### src/rtl/core/svalloc_pkg.sv
// ----------------------------------------------------------------------------
// svalloc_pkg
// Types, widths and codes shared by the voice allocator modules.
// ----------------------------------------------------------------------------
package svalloc_pkg;

    localparam int VOICES  = 6;
    localparam int SLOT_W  = $clog2(VOICES);
    localparam int VOICE_W = 3;
    localparam int NOTE_W  = 7;
    localparam int VEL_W   = 7;
    localparam int KIND_W  = 2;

    localparam logic [KIND_W-1:0] KIND_RELEASED = 2'd0;
    localparam logic [KIND_W-1:0] KIND_PRESSED  = 2'd1;
    localparam logic [KIND_W-1:0] KIND_HELD     = 2'd2;

    // configuration register map
    localparam int CFG_IDX_W  = 1;
    localparam int CFG_DATA_W = 7;
    localparam logic [CFG_IDX_W-1:0] CFG_MONO_MODE    = 1'd0;
    localparam logic [CFG_IDX_W-1:0] CFG_MIN_VELOCITY = 1'd1;

    typedef struct packed {
        logic              key_down;
        logic [NOTE_W-1:0] note;
        logic [VEL_W-1:0]  velocity;
    } key_event_t;

    typedef struct packed {
        logic [VOICE_W-1:0] voice;
        logic [KIND_W-1:0]  event_kind;
        logic [NOTE_W-1:0]  out_note;
        logic [VEL_W-1:0]   out_velocity;
    } voice_event_t;

    typedef struct packed {
        logic [KIND_W-1:0] kind;
        logic [NOTE_W-1:0] note;
        logic [VEL_W-1:0]  velocity;
    } slot_t;

    // classified command handed from front to back
    typedef struct packed {
        logic              press;
        logic [NOTE_W-1:0] note;
        logic [VEL_W-1:0]  velocity;
    } cmd_t;

endpackage

### src/rtl/core/svalloc_front.sv
// ----------------------------------------------------------------------------
// svalloc_front
// Accepts key events, drops soft presses, queues commands for the back end.
// ----------------------------------------------------------------------------
module svalloc_front (
    input  logic                     clk,
    input  logic                     rst_n,
    input  logic                     push,
    output logic                     full,
    input  svalloc_pkg::key_event_t  key_event,
    input  logic [6:0]               min_velocity,
    output logic                     cmd_valid,
    output svalloc_pkg::cmd_t        cmd,
    input  logic                     cmd_take
);
    import svalloc_pkg::*;

    localparam int DEPTH = 2;
    localparam int PTR_W = $clog2(DEPTH);
    localparam int CNT_W = $clog2(DEPTH + 1);

    cmd_t             queue_reg [DEPTH];
    logic [PTR_W-1:0] wr_ptr_reg;
    logic [PTR_W-1:0] wr_ptr_next;
    logic [PTR_W-1:0] rd_ptr_reg;
    logic [PTR_W-1:0] rd_ptr_next;
    logic [CNT_W-1:0] count_reg;
    logic [CNT_W-1:0] count_next;
    logic             transfer;
    logic             soft_press;
    logic             enq;
    logic             deq;
    cmd_t             new_cmd;

    assign full       = (count_reg == CNT_W'(DEPTH));
    assign transfer   = push && !full;
    // a press that does not beat the threshold changes nothing
    assign soft_press = key_event.key_down && (key_event.velocity <= min_velocity);
    assign enq        = transfer && !soft_press;
    assign cmd_valid  = (count_reg != '0);
    assign deq        = cmd_valid && cmd_take;
    assign cmd        = queue_reg[rd_ptr_reg];

    assign new_cmd.press    = key_event.key_down;
    assign new_cmd.note     = key_event.note;
    assign new_cmd.velocity = key_event.velocity;

    always_comb
    begin
        wr_ptr_next = wr_ptr_reg;
        rd_ptr_next = rd_ptr_reg;
        count_next  = count_reg;
        if (enq)
        begin
            wr_ptr_next = (wr_ptr_reg == PTR_W'(DEPTH - 1)) ? '0 : wr_ptr_reg + 1'b1;
        end
        if (deq)
        begin
            rd_ptr_next = (rd_ptr_reg == PTR_W'(DEPTH - 1)) ? '0 : rd_ptr_reg + 1'b1;
        end
        if (enq && !deq)
        begin
            count_next = count_reg + 1'b1;
        end
        else if (!enq && deq)
        begin
            count_next = count_reg - 1'b1;
        end
    end

    always_ff @(posedge clk or negedge rst_n)
    begin
        if (!rst_n)
        begin
            wr_ptr_reg <= '0;
            rd_ptr_reg <= '0;
            count_reg  <= '0;
        end
        else
        begin
            wr_ptr_reg <= wr_ptr_next;
            rd_ptr_reg <= rd_ptr_next;
            count_reg  <= count_next;
        end
    end

    always_ff @(posedge clk)
    begin
        if (enq)
        begin
            queue_reg[wr_ptr_reg] <= new_cmd;
        end
    end

endmodule

### src/rtl/core/svalloc_back.sv
// ----------------------------------------------------------------------------
// svalloc_back
// Walks the slot table once per command, then updates it and posts a result if the command gives one.
// ----------------------------------------------------------------------------
module svalloc_back (
    input  logic                       clk,
    input  logic                       rst_n,
    input  logic                       cmd_valid,
    input  svalloc_pkg::cmd_t          cmd,
    output logic                       cmd_take,
    input  logic                       mono_mode,
    output logic                       empty,
    input  logic                       pop,
    output svalloc_pkg::voice_event_t  voice_event
);
    import svalloc_pkg::*;

    localparam logic [1:0] ST_IDLE   = 2'd0;
    localparam logic [1:0] ST_SCAN   = 2'd1;
    localparam logic [1:0] ST_DECIDE = 2'd2;

    localparam logic [SLOT_W-1:0] LAST_IDX = SLOT_W'(VOICES - 1);

    // what one walk over the table collects
    typedef struct packed {
        logic              pm_f;    // first pressed slot with the note
        logic [SLOT_W-1:0] pm_i;
        logic              am_f;    // first sounding (pressed or held) slot with the note
        logic [SLOT_W-1:0] am_i;
        logic              fh_f;    // first non-pressed slot at or after the pointer
        logic [SLOT_W-1:0] fh_i;
        logic              fl_f;    // first non-pressed slot before the pointer
        logic [SLOT_W-1:0] fl_i;
        logic              pk_f;    // first released parking slot
        logic [SLOT_W-1:0] pk_i;
        logic              bh_f;    // held parking slot with the highest note
        logic [SLOT_W-1:0] bh_i;
        logic [NOTE_W-1:0] bh_note;
        logic [VEL_W-1:0]  bh_vel;
    } scan_t;

    logic [1:0]        state_reg;
    logic [1:0]        state_next;
    logic [SLOT_W-1:0] idx_reg;
    logic [SLOT_W-1:0] idx_next;
    logic [SLOT_W-1:0] next_slot_reg;
    logic [SLOT_W-1:0] next_slot_next;
    scan_t             scan_reg;
    scan_t             scan_next;
    cmd_t              cmd_reg;
    slot_t             slot_reg [VOICES];
    voice_event_t      out_reg;
    logic              out_valid_reg;
    logic              out_valid_next;

    slot_t             cur;
    slot_t             s0;
    logic              note_hit;
    logic              out_free;
    logic              commit;

    logic              wa_en;
    logic [SLOT_W-1:0] wa_idx;
    slot_t             wa_data;
    logic              w0_en;
    slot_t             w0_data;
    logic              emit;
    voice_event_t      res;
    logic              ptr_upd;
    logic [SLOT_W-1:0] chosen;

    assign cur         = slot_reg[idx_reg];
    assign s0          = slot_reg[0];
    assign note_hit    = (cur.note == cmd_reg.note);
    assign out_free    = !out_valid_reg || pop;
    assign empty       = !out_valid_reg;
    assign voice_event = out_reg;

    // sequencer and walk
    always_comb
    begin
        state_next = state_reg;
        idx_next   = idx_reg;
        scan_next  = scan_reg;
        cmd_take   = 1'b0;
        commit     = 1'b0;
        case (state_reg)
            ST_IDLE:
            begin
                cmd_take = cmd_valid;
                if (cmd_valid)
                begin
                    scan_next  = '0;
                    idx_next   = '0;
                    state_next = ST_SCAN;
                end
            end
            ST_SCAN:
            begin
                if (!scan_reg.pm_f && cur.kind == KIND_PRESSED && note_hit)
                begin
                    scan_next.pm_f = 1'b1;
                    scan_next.pm_i = idx_reg;
                end
                if (!scan_reg.am_f && cur.kind != KIND_RELEASED && note_hit)
                begin
                    scan_next.am_f = 1'b1;
                    scan_next.am_i = idx_reg;
                end
                if (cur.kind != KIND_PRESSED)
                begin
                    if (idx_reg >= next_slot_reg)
                    begin
                        if (!scan_reg.fh_f)
                        begin
                            scan_next.fh_f = 1'b1;
                            scan_next.fh_i = idx_reg;
                        end
                    end
                    else if (!scan_reg.fl_f)
                    begin
                        scan_next.fl_f = 1'b1;
                        scan_next.fl_i = idx_reg;
                    end
                end
                if (idx_reg != '0)
                begin
                    if (!scan_reg.pk_f && cur.kind == KIND_RELEASED)
                    begin
                        scan_next.pk_f = 1'b1;
                        scan_next.pk_i = idx_reg;
                    end
                    // strict compare keeps the lowest index on a tie
                    if (cur.kind == KIND_HELD && (!scan_reg.bh_f || cur.note > scan_reg.bh_note))
                    begin
                        scan_next.bh_f    = 1'b1;
                        scan_next.bh_i    = idx_reg;
                        scan_next.bh_note = cur.note;
                        scan_next.bh_vel  = cur.velocity;
                    end
                end
                if (idx_reg == LAST_IDX)
                begin
                    state_next = ST_DECIDE;
                end
                else
                begin
                    idx_next = idx_reg + 1'b1;
                end
            end
            ST_DECIDE:
            begin
                if (out_free)
                begin
                    commit     = 1'b1;
                    state_next = ST_IDLE;
                end
            end
            default:
            begin
                state_next = ST_IDLE;
            end
        endcase
    end

    // table update and result for the walked command
    always_comb
    begin
        wa_en          = 1'b0;
        wa_idx         = '0;
        wa_data        = '0;
        w0_en          = 1'b0;
        w0_data        = '0;
        emit           = 1'b0;
        res            = '0;
        ptr_upd        = 1'b0;
        chosen         = next_slot_reg;
        next_slot_next = next_slot_reg;

        if (!mono_mode)
        begin
            if (scan_reg.fh_f)
            begin
                chosen = scan_reg.fh_i;
            end
            else if (scan_reg.fl_f)
            begin
                chosen = scan_reg.fl_i;
            end
            if (scan_reg.pm_f)
            begin
                wa_en   = 1'b1;
                wa_idx  = scan_reg.pm_i;
                wa_data = '{kind: cmd_reg.press ? KIND_PRESSED : KIND_RELEASED,
                            note: cmd_reg.note, velocity: cmd_reg.velocity};
                emit    = 1'b1;
                res     = '{voice: VOICE_W'(scan_reg.pm_i), event_kind: wa_data.kind,
                            out_note: cmd_reg.note, out_velocity: cmd_reg.velocity};
            end
            else if (cmd_reg.press)
            begin
                // round robin; with every slot pressed the pointer's own slot is taken
                wa_en   = 1'b1;
                wa_idx  = chosen;
                wa_data = '{kind: KIND_PRESSED, note: cmd_reg.note,
                            velocity: cmd_reg.velocity};
                emit    = 1'b1;
                res     = '{voice: VOICE_W'(chosen), event_kind: KIND_PRESSED,
                            out_note: cmd_reg.note, out_velocity: cmd_reg.velocity};
                ptr_upd = 1'b1;
            end
        end
        else if (cmd_reg.press)
        begin
            if (s0.kind == KIND_PRESSED || s0.kind == KIND_HELD)
            begin
                if (s0.note < cmd_reg.note)
                begin
                    // new top note: park the old one, voice 0 takes over without retrigger
                    wa_en   = scan_reg.pk_f;
                    wa_idx  = scan_reg.pk_i;
                    wa_data = '{kind: KIND_HELD, note: s0.note, velocity: s0.velocity};
                    w0_en   = 1'b1;
                    w0_data = '{kind: KIND_HELD, note: cmd_reg.note,
                                velocity: cmd_reg.velocity};
                    emit    = 1'b1;
                    res     = '{voice: '0, event_kind: KIND_HELD,
                                out_note: cmd_reg.note, out_velocity: cmd_reg.velocity};
                end
                else if (s0.note > cmd_reg.note)
                begin
                    wa_en   = scan_reg.pk_f;
                    wa_idx  = scan_reg.pk_i;
                    wa_data = '{kind: KIND_HELD, note: cmd_reg.note,
                                velocity: cmd_reg.velocity};
                end
            end
            else
            begin
                w0_en   = 1'b1;
                w0_data = '{kind: KIND_PRESSED, note: cmd_reg.note,
                            velocity: cmd_reg.velocity};
                emit    = 1'b1;
                res     = '{voice: '0, event_kind: KIND_PRESSED,
                            out_note: cmd_reg.note, out_velocity: cmd_reg.velocity};
            end
        end
        else if (scan_reg.am_f)
        begin
            if (scan_reg.am_i == '0)
            begin
                if (scan_reg.bh_f)
                begin
                    // highest parked note falls back onto voice 0
                    wa_en   = 1'b1;
                    wa_idx  = scan_reg.bh_i;
                    wa_data = '{kind: KIND_RELEASED, note: scan_reg.bh_note,
                                velocity: scan_reg.bh_vel};
                    w0_en   = 1'b1;
                    w0_data = '{kind: KIND_HELD, note: scan_reg.bh_note,
                                velocity: scan_reg.bh_vel};
                    emit    = 1'b1;
                    res     = '{voice: '0, event_kind: KIND_HELD,
                                out_note: scan_reg.bh_note, out_velocity: scan_reg.bh_vel};
                end
                else
                begin
                    w0_en   = 1'b1;
                    w0_data = '{kind: KIND_RELEASED, note: cmd_reg.note,
                                velocity: cmd_reg.velocity};
                    emit    = 1'b1;
                    res     = '{voice: '0, event_kind: KIND_RELEASED,
                                out_note: cmd_reg.note, out_velocity: cmd_reg.velocity};
                end
            end
            else
            begin
                wa_en   = 1'b1;
                wa_idx  = scan_reg.am_i;
                wa_data = '{kind: KIND_RELEASED, note: cmd_reg.note,
                            velocity: cmd_reg.velocity};
            end
        end

        if (ptr_upd)
        begin
            next_slot_next = (chosen == LAST_IDX) ? '0 : chosen + 1'b1;
        end
    end

    assign out_valid_next = (out_valid_reg && !pop) || (commit && emit);

    always_ff @(posedge clk or negedge rst_n)
    begin
        if (!rst_n)
        begin
            state_reg     <= ST_IDLE;
            idx_reg       <= '0;
            next_slot_reg <= '0;
            scan_reg      <= '0;
            out_valid_reg <= 1'b0;
            for (int i = 0; i < VOICES; i++)
            begin
                slot_reg[i] <= '{kind: KIND_RELEASED, note: '0, velocity: '0};
            end
        end
        else
        begin
            state_reg     <= state_next;
            idx_reg       <= idx_next;
            scan_reg      <= scan_next;
            out_valid_reg <= out_valid_next;
            if (commit)
            begin
                next_slot_reg <= next_slot_next;
                for (int i = 0; i < VOICES; i++)
                begin
                    if (wa_en && wa_idx == SLOT_W'(i))
                    begin
                        slot_reg[i] <= wa_data;
                    end
                end
                if (w0_en)
                begin
                    slot_reg[0] <= w0_data;
                end
            end
        end
    end

    always_ff @(posedge clk)
    begin
        if (cmd_take)
        begin
            cmd_reg <= cmd;
        end
        if (commit && emit)
        begin
            out_reg <= res;
        end
    end

endmodule

### src/rtl/core/synth_voice_allocator.sv
// ----------------------------------------------------------------------------
// synth_voice_allocator
// Key press/release events in, voice events out (round robin or mono priority).
// Input queue: push/full; a transfer happens when push is high and full low.
// Result queue: the oldest voice event sits on voice_event while empty is low;
// it is taken when pop is high and empty low. A key event gives one or no result.
// Config: cfg_we writes cfg_data to register cfg_index (0 mono_mode,
// 1 min_velocity) at once; write only while no event is in flight.
// The back end loads each event, walks the 6-entry slot table serially, one
// slot at a time, then updates it; it takes a new event only after that update.
// Soft presses are dropped in the front end and never reach the back end.
// A two-entry command queue lets the input side keep accepting while the back
// end walks; a stalled result holds the back end in its update step.
// Reset clears both queues, all slots to released, the pointer and config.
// ----------------------------------------------------------------------------
module synth_voice_allocator (
    input  logic                                     clk,
    input  logic                                     rst_n,
    input  logic                                     push,
    output logic                                     full,
    input  svalloc_pkg::key_event_t                  key_event,
    output logic                                     empty,
    input  logic                                     pop,
    output svalloc_pkg::voice_event_t                voice_event,
    input  logic                                     cfg_we,
    input  logic [svalloc_pkg::CFG_IDX_W-1:0]        cfg_index,
    input  logic [svalloc_pkg::CFG_DATA_W-1:0]       cfg_data
);
    import svalloc_pkg::*;

    logic             mono_mode_reg;
    logic [VEL_W-1:0] min_velocity_reg;
    logic             cmd_valid;
    cmd_t             cmd;
    logic             cmd_take;

    always_ff @(posedge clk or negedge rst_n)
    begin
        if (!rst_n)
        begin
            mono_mode_reg    <= 1'b0;
            min_velocity_reg <= '0;
        end
        else if (cfg_we)
        begin
            case (cfg_index)
                CFG_MONO_MODE:    mono_mode_reg    <= cfg_data[0];
                CFG_MIN_VELOCITY: min_velocity_reg <= cfg_data[VEL_W-1:0];
                default:          ;
            endcase
        end
    end

    svalloc_front u_front (
        .clk          (clk),
        .rst_n        (rst_n),
        .push         (push),
        .full         (full),
        .key_event    (key_event),
        .min_velocity (min_velocity_reg),
        .cmd_valid    (cmd_valid),
        .cmd          (cmd),
        .cmd_take     (cmd_take)
    );

    svalloc_back u_back (
        .clk         (clk),
        .rst_n       (rst_n),
        .cmd_valid   (cmd_valid),
        .cmd         (cmd),
        .cmd_take    (cmd_take),
        .mono_mode   (mono_mode_reg),
        .empty       (empty),
        .pop         (pop),
        .voice_event (voice_event)
    );

endmodule

### config.mk
export PLATFORM = sky130hd
export DESIGN_NAME = synth_voice_allocator
export DESIGN_NICKNAME = d
export VERILOG_FILES = /design/src/rtl/core/svalloc_pkg.sv /design/src/rtl/core/svalloc_front.sv /design/src/rtl/core/svalloc_back.sv /design/src/rtl/core/synth_voice_allocator.sv
export SDC_FILE = /design/constraint.sdc
export NUM_CORES = 1
export LEC_CHECK = 0
export ABC_AREA = 1
export ABC_CLOCK_PERIOD_IN_PS = 3100
export BUFFER_PORTS_ARGS = -buffer_cell sky130_fd_sc_hd__buf_2
export CAP_MARGIN = 20
export CORE_MARGIN = 4
export CORE_UTILIZATION = 64
export CTS_BUF_LIST = sky130_fd_sc_hd__clkbuf_2
export CTS_CLUSTER_DIAMETER = 150
export DETAILED_ROUTE_END_ITERATION = 8
export PLACE_DENSITY = 0.89
export REMOVE_ABC_BUFFERS = 1
export SYNTH_ARGS = -nofsm -noshare
export SYNTH_HDL_FRONTEND = slang
export SYNTH_SLANG_ARGS = --single-unit
### constraint.sdc
create_clock -name clk -period 3.1 [get_ports clk]
set_input_delay 0.62 -clock clk [delete_from_list [all_inputs] [get_ports clk]]
set_output_delay 0.62 -clock clk [all_outputs]
set_load 0.05 [all_outputs]
* Yosys cells after proc, flatten, opt, wreduce, memory -nomap -nowiden *
Memories as Yosys holds them, arrays and structs flattened. A register that Yosys moved wholly into a read port is not among the register bits.
Index checks and enable logic that the tools add are counted.

operators by class
  $add $sub $neg = 6
  $lt $le $gt $ge = 6
  equal/unequal tests = 30
  multiplexer cells = 93
  bitwise operators = 2
  reduce and logical (&&, ||, !) cells = 63

operators by type and width
  cell                                                             count
  16-bit two-way mux                                               21
  19-bit two-way mux                                               6
  38-bit one-hot mux with 2 select lines                           1
  3-bit two-way mux                                                18
  16-bit binary-select mux with 3-bit select                       1
  38-bit two-way mux                                               1
  14-bit two-way mux                                               2
  1-bit two-way mux                                                27
  22-bit two-way mux                                               1
  2-bit by 1-bit != test with 1-bit output, second input constant  11
  1-bit logical AND                                                20
  4-bit two-way mux                                                5
  18-bit two-way mux                                               1
  2-bit AND reduction                                              9
  4-bit AND reduction                                              4
  15-bit two-way mux                                               1
  7-bit greater-than comparator                                    2
  3-bit == test, second input constant                             4
  3-bit AND reduction                                              4
  1-bit logical NOT                                                10
  2-bit two-way mux                                                5
  5-bit AND reduction                                              2
  2-bit nonzero test                                               5
  2-bit == test, second input constant                             4
  22 further kinds                                                 35

storage, ports and cells
  flip-flop bits (word level) = 174
  bits in writable memories = 30
  input port bits = 28
  output and inout port bits = 21
  logic and storage cells = 246
  memories = 1

memory list
  name               words  width  read ports  clocked after Yosys merged registers in  wr ports  RTL line             source
  u_front.queue_reg  2      15     1           1                                        1         svalloc_front.sv:22  cmd_t queue_reg [DEPTH];

* Logic depth before layout (Yosys ltp) *
  word-level depth = 10
  depth in mapped cells = 19

* Modules after synthesis *
From an unflattened synthesis, not the netlist that was laid out.

second synthesis, totals
  cells, all modules = 1452
  area, all modules = 11790.1 um2

by module, submodules not included
  module                 times used  cells an instance  area each (um2)  seq. area each (um2)
  svalloc_back           1           1277               9945.8           4599.4
  svalloc_front          1           138                1502.7           1001.0
  synth_voice_allocator  1           37                 341.6            200.2

* Least setup slack after synthesis *
Ideal clock, no wire load.

  path kind = flip-flop to flip-flop
  start = reg u_back.idx_reg[1]
  end = reg u_back.scan_reg[17] in the netlist's numbering
  arrival = 2.683 ns
  data required time = 3.034 ns
  slack = 0.350 ns
  stages on the path, launching flop included = 18
  clock period less this slack = 2.750 ns
  path through = dfrtp_1 buf_4 inv_2 nand2_1 clkbuf_1 nor2_1 o21ai_0 nand2_1 ha_1 nand2_1 nor4b_1 o21ai_0 and2_1 buf_4 o21ai_4 buf_4 nand2_1 nand2_1

on the way
  word-level cells in the longest chain between the ends = 9

RTL lines
  item                                                       RTL line             source
  start, declared                                            svalloc_back.sv:44   logic [SLOT_W-1:0] idx_reg;
  start signal, assigned                                     svalloc_back.sv:310  idx_reg <= idx_next;
  3-bit NOT with 4-bit output (implied by the code)          svalloc_back.sv:72   assign cur = slot_reg[idx_reg];
  16-bit binary-select mux with 3-bit select                 svalloc_back.sv:72
  16-bit two-way mux (implied by the code) (2 in a row)      svalloc_back.sv:72
  7-bit greater-than comparator                              svalloc_back.sv:134  if (cur.kind == KIND_HELD && (!scan_reg.bh_f || cur.note > scan_reg.bh_note))
  1-bit logical OR                                           svalloc_back.sv:134
  1-bit logical AND                                          svalloc_back.sv:134
  2-bit by 1-bit != test with 1-bit output (no source line)  -
  4-bit AND reduction (no source line) (*)                   -
  end signal, assigned                                       svalloc_back.sv:311  scan_reg <= scan_next;
  end, declared                                              svalloc_back.sv:48   scan_t scan_reg;

Every way passes the cells marked *; elsewhere a longest branch is shown, timed or not. The select of a mux whose other input is x is not followed.
A chain may end at the register's enable or synchronous reset.

* Worst setup path after layout *
  start = reg u_back.idx_reg[2]
  end = reg u_back.scan_reg[16] in the netlist's numbering

on the way
  word-level cells in the longest chain between the ends = 9

RTL lines
  item                                                       RTL line
  3-bit NOT with 4-bit output (implied by the code)          svalloc_back.sv:72
  16-bit binary-select mux with 3-bit select                 svalloc_back.sv:72
  16-bit two-way mux (implied by the code) (2 in a row)      svalloc_back.sv:72
  7-bit greater-than comparator                              svalloc_back.sv:134
  1-bit logical OR                                           svalloc_back.sv:134
  1-bit logical AND                                          svalloc_back.sv:134
  2-bit by 1-bit != test with 1-bit output (no source line)  -
  4-bit AND reduction (no source line)                       -

Several ways; a longest one is shown, not always the timed one. The select of a mux whose other input is x is not followed.

==> flow_summary.ini <==
[status]
status = finished, final reports clean

[cts]
h-tree-depth = 2
cts_tree = done
cts.sinks = 219
cts_root_buffer = clkbuf_2
clk_latency_ns = 0.84
clk_pin_slew_ns = 0.12
numCtsBuffers = 55
cts_buffer_depth = 3

[power_and_ir_drop]
power_frac_seq = 0.359
leakagePower_nw = 6.74
pwr-share-clk = 0.173
power_switching_mw = 5.23
p_comb_frac = 0.468
vdd_drop_max_v = 0.000604
switching_share = 0.471
power_density_mw_per_mm2 = 864
cell_internal_pwr_mw = 5.88

[setup_path]
worstReg2RegStart = u_back.idx_reg[2]
crit_fanout = 18
cp_top_family = simple AND/OR/NAND/NOR gates
worstSetupStartpoint = u_back.idx_reg[2]
critical_path_arrival_ns = 3.67
crit_slowest_cell = inv_1
critPathLaunchType = register
crit_required_ns = 3.85
critPathMostFrequentCell = nand2_1
cpPeakStageDelay_ns = 0.55
cp-end-kind = register
cp_cell_sequence = inv_1 > nand2_1 > nand2_1 > inv_1 > ha_1 > o21ai_0 > a21oi_1 > o21ai_0 > and2_1 > buf_4 > nand4_1 > nand2_1
crit_buf_inv = 3
critPathKind = register to register

[timing]
period_share = 0.943
postLayoutSetupSlackWorst_ns = 0.176
fin_skew_ns = 0.0564
slew_headroom = 0.530
final.min_clock_period_ns = 2.92
setup-violations-final = 0
hold_viol = 0
finalSetupTns_ns = 0
worstMarginPinSlew_ns = 0.704
fmax_mhz = 342
drv_slew = 0

[flow_run]
maxCapViolations = 0

[synthesis]
synth_cell_types = 45
synth_area_mm2 = 0.0116
netlist.top_cell.by_area = dfrtp_1
synthCells = 1464
synth_top_area_frac = 0.335
synthTopCellsByArea = dfrtp_1, nand2_1, edfxtp_1, nand3_1, o21ai_0
synth.avg_cell_area_um2 = 7.90
ys_ff_latch = 219
ys_seq_area_frac = 0.501
ys_warn_count = 0

[floorplan]
start_util = 0.660
die_h_um = 142
die_w_um = 142
rows = 48
core_mm2 = 0.0175
dieArea_mm2 = 0.0203
ioPinCount = 49

[place]
place_hpwl_um = 22300
port_buffers = 48
dpl_worst_slack_ns = 0.221
globalplace.congestion = 1.03

[finish]
area_growth_pct = 11.1
fillers = 1326
final_common_cell = nand2_1
final_cell_mix = nand2_1, dfrtp_1, nor2_1
drive_above_1_share = 0.138
largest_reg_flops = 80
fin_nets = 1625

[detailed_routing]
first_pass_iters = 6
first_iter_violations = 1308
detail-route-antenna-nets = 0
avgViaCountPerCell = 5.88
routedWlPerCell_um = 18.0
drc = 0
routed_wl_um = 33100
route.vias.total = 10800

[grt]
grt-ovfl-total = 0
grt_pass1_wl_um = 53200
grt_max_degree = 65
grt_pass1_vias = 10100
antenna_found_initial = 2
grt_usage = 0.330

[worst_hold_path]
hp-class = input pin to register
min_from = cfg_data[4]
==> layout make-up <==
type | instances | area, um^2 | share of cell area
Sequential cell | 219 | 5800 | 0.451
Tap cell | 225 | 282 | 0.0219
Timing Repair Buffer | 112 | 821 | 0.0639
Clock inverter | 17 | 66.3 | 0.00516
Multi-Input combinational cell | 1087 | 5110 | 0.398
Inverter | 94 | 355 | 0.0276
Clock buffer | 83 | 415 | 0.0323
Antenna cell | 1 | 2.50 | 0.000195
==> power by group through the flow <==
stage / Combinational (mW) / Sequential [mW] / Clock (mW)
finish: 5.20 / 3.99 / 1.93
global route: 5.71 / 4.03 / 2.11
floorplan: 3.09 / 4.06 / 0
global placement: 4.72 / 3.99 / 0
CTS: 4.91 / 3.95 / 1.92
detailed placement: 4.87 / 4.01 / 0
==> Yosys cell counts (all sizes together) <==
master	n
xor2	3
a21boi	7
o21ai	89
o22ai	22
clkbuf	34
buf	30
o2111ai	1
a21oi	32
nor3	4
nor3b	1
inv	90
nor4b	1
dfrtp	155
o31ai	9
o211ai	15
nor2	100
a21o	1
a31oi	2
nand3	87
nand4	31
o21a	1
nand3b	1
and2	1
clkinv	4
edfxtp	64
or2	2
o21bai	1
o2bb2ai	1
ha	28
nand2	645
xnor2	2
==> final timing paths <==
check / endpoint / slack, ns / cells past startpoint
worst max register to register: u_back.scan_reg[16] / 0.18 / 12
max in group asynchronous: u_back.s0[13] / 2.05 / 3
worst max-delay path: u_back.scan_reg[16] / 0.18 / 12
worst min-delay path: min_velocity_reg[4] / 0.06 / 3
min in group asynchronous: u_back.scan_reg[33] / 0.30 / 2
worst min register to register: u_back.slot_reg[7] / 0.47 / 2
==> cells by family (layout without fill, tap and decap cells) <==
family | after synthesis | in the layout | synth area share
buffers and inverters | 158 | 306 | 0.0581
and+or+nand+nor | 873 | 873 | 0.316
other | 0 | 1 | 0
AOI/OAI and AO/OA | 181 | 181 | 0.0905
DFF | 219 | 219 | 0.501
adders and majority gates | 28 | 28 | 0.0303
xor gates and xnor gates | 5 | 5 | 0.00379
==> layer usage <==
layer  global-route usage  wire (um)  up-vias  part of all wire
met2                0.518      15300      743              0.46
met4                0.123       1080        2             0.033
met3               0.0833       3820      108              0.12
met5                    0         11        -           0.00033
met1                0.447      12900     4950              0.39
li1                     -          -     5005                 -
==> stage by stage <==
stage                     hold slack [ns]  utilization  std cells  area [um^2]  total power [mW]
final                              0.0616        0.733       1838        12900              11.1
after detailed placement            0.453        0.692       1713        12100              8.88
after floorplan                     0.324            -       1400        11300              7.15
after CTS                          0.0143        0.730       1831        12800              10.8
after global placement              0.448        0.690       1712        12100              8.71
after global routing               0.0138        0.733       1838        12900              11.8
==> worst min-delay path: stages <==
cell     delay (ns)
buf_2          0.07
nor2_1         0.03
a21oi_1        0.10
==> repair_timing <==
action,4_1_cts,5_1_grt
setup endpoints to repair,0,18
resized for setup,0,7
hold endpoints to repair,76,0
setup buffers,0,5
hold buffers,18,0
No activity file was read; power rests on OpenSTA's default activity.
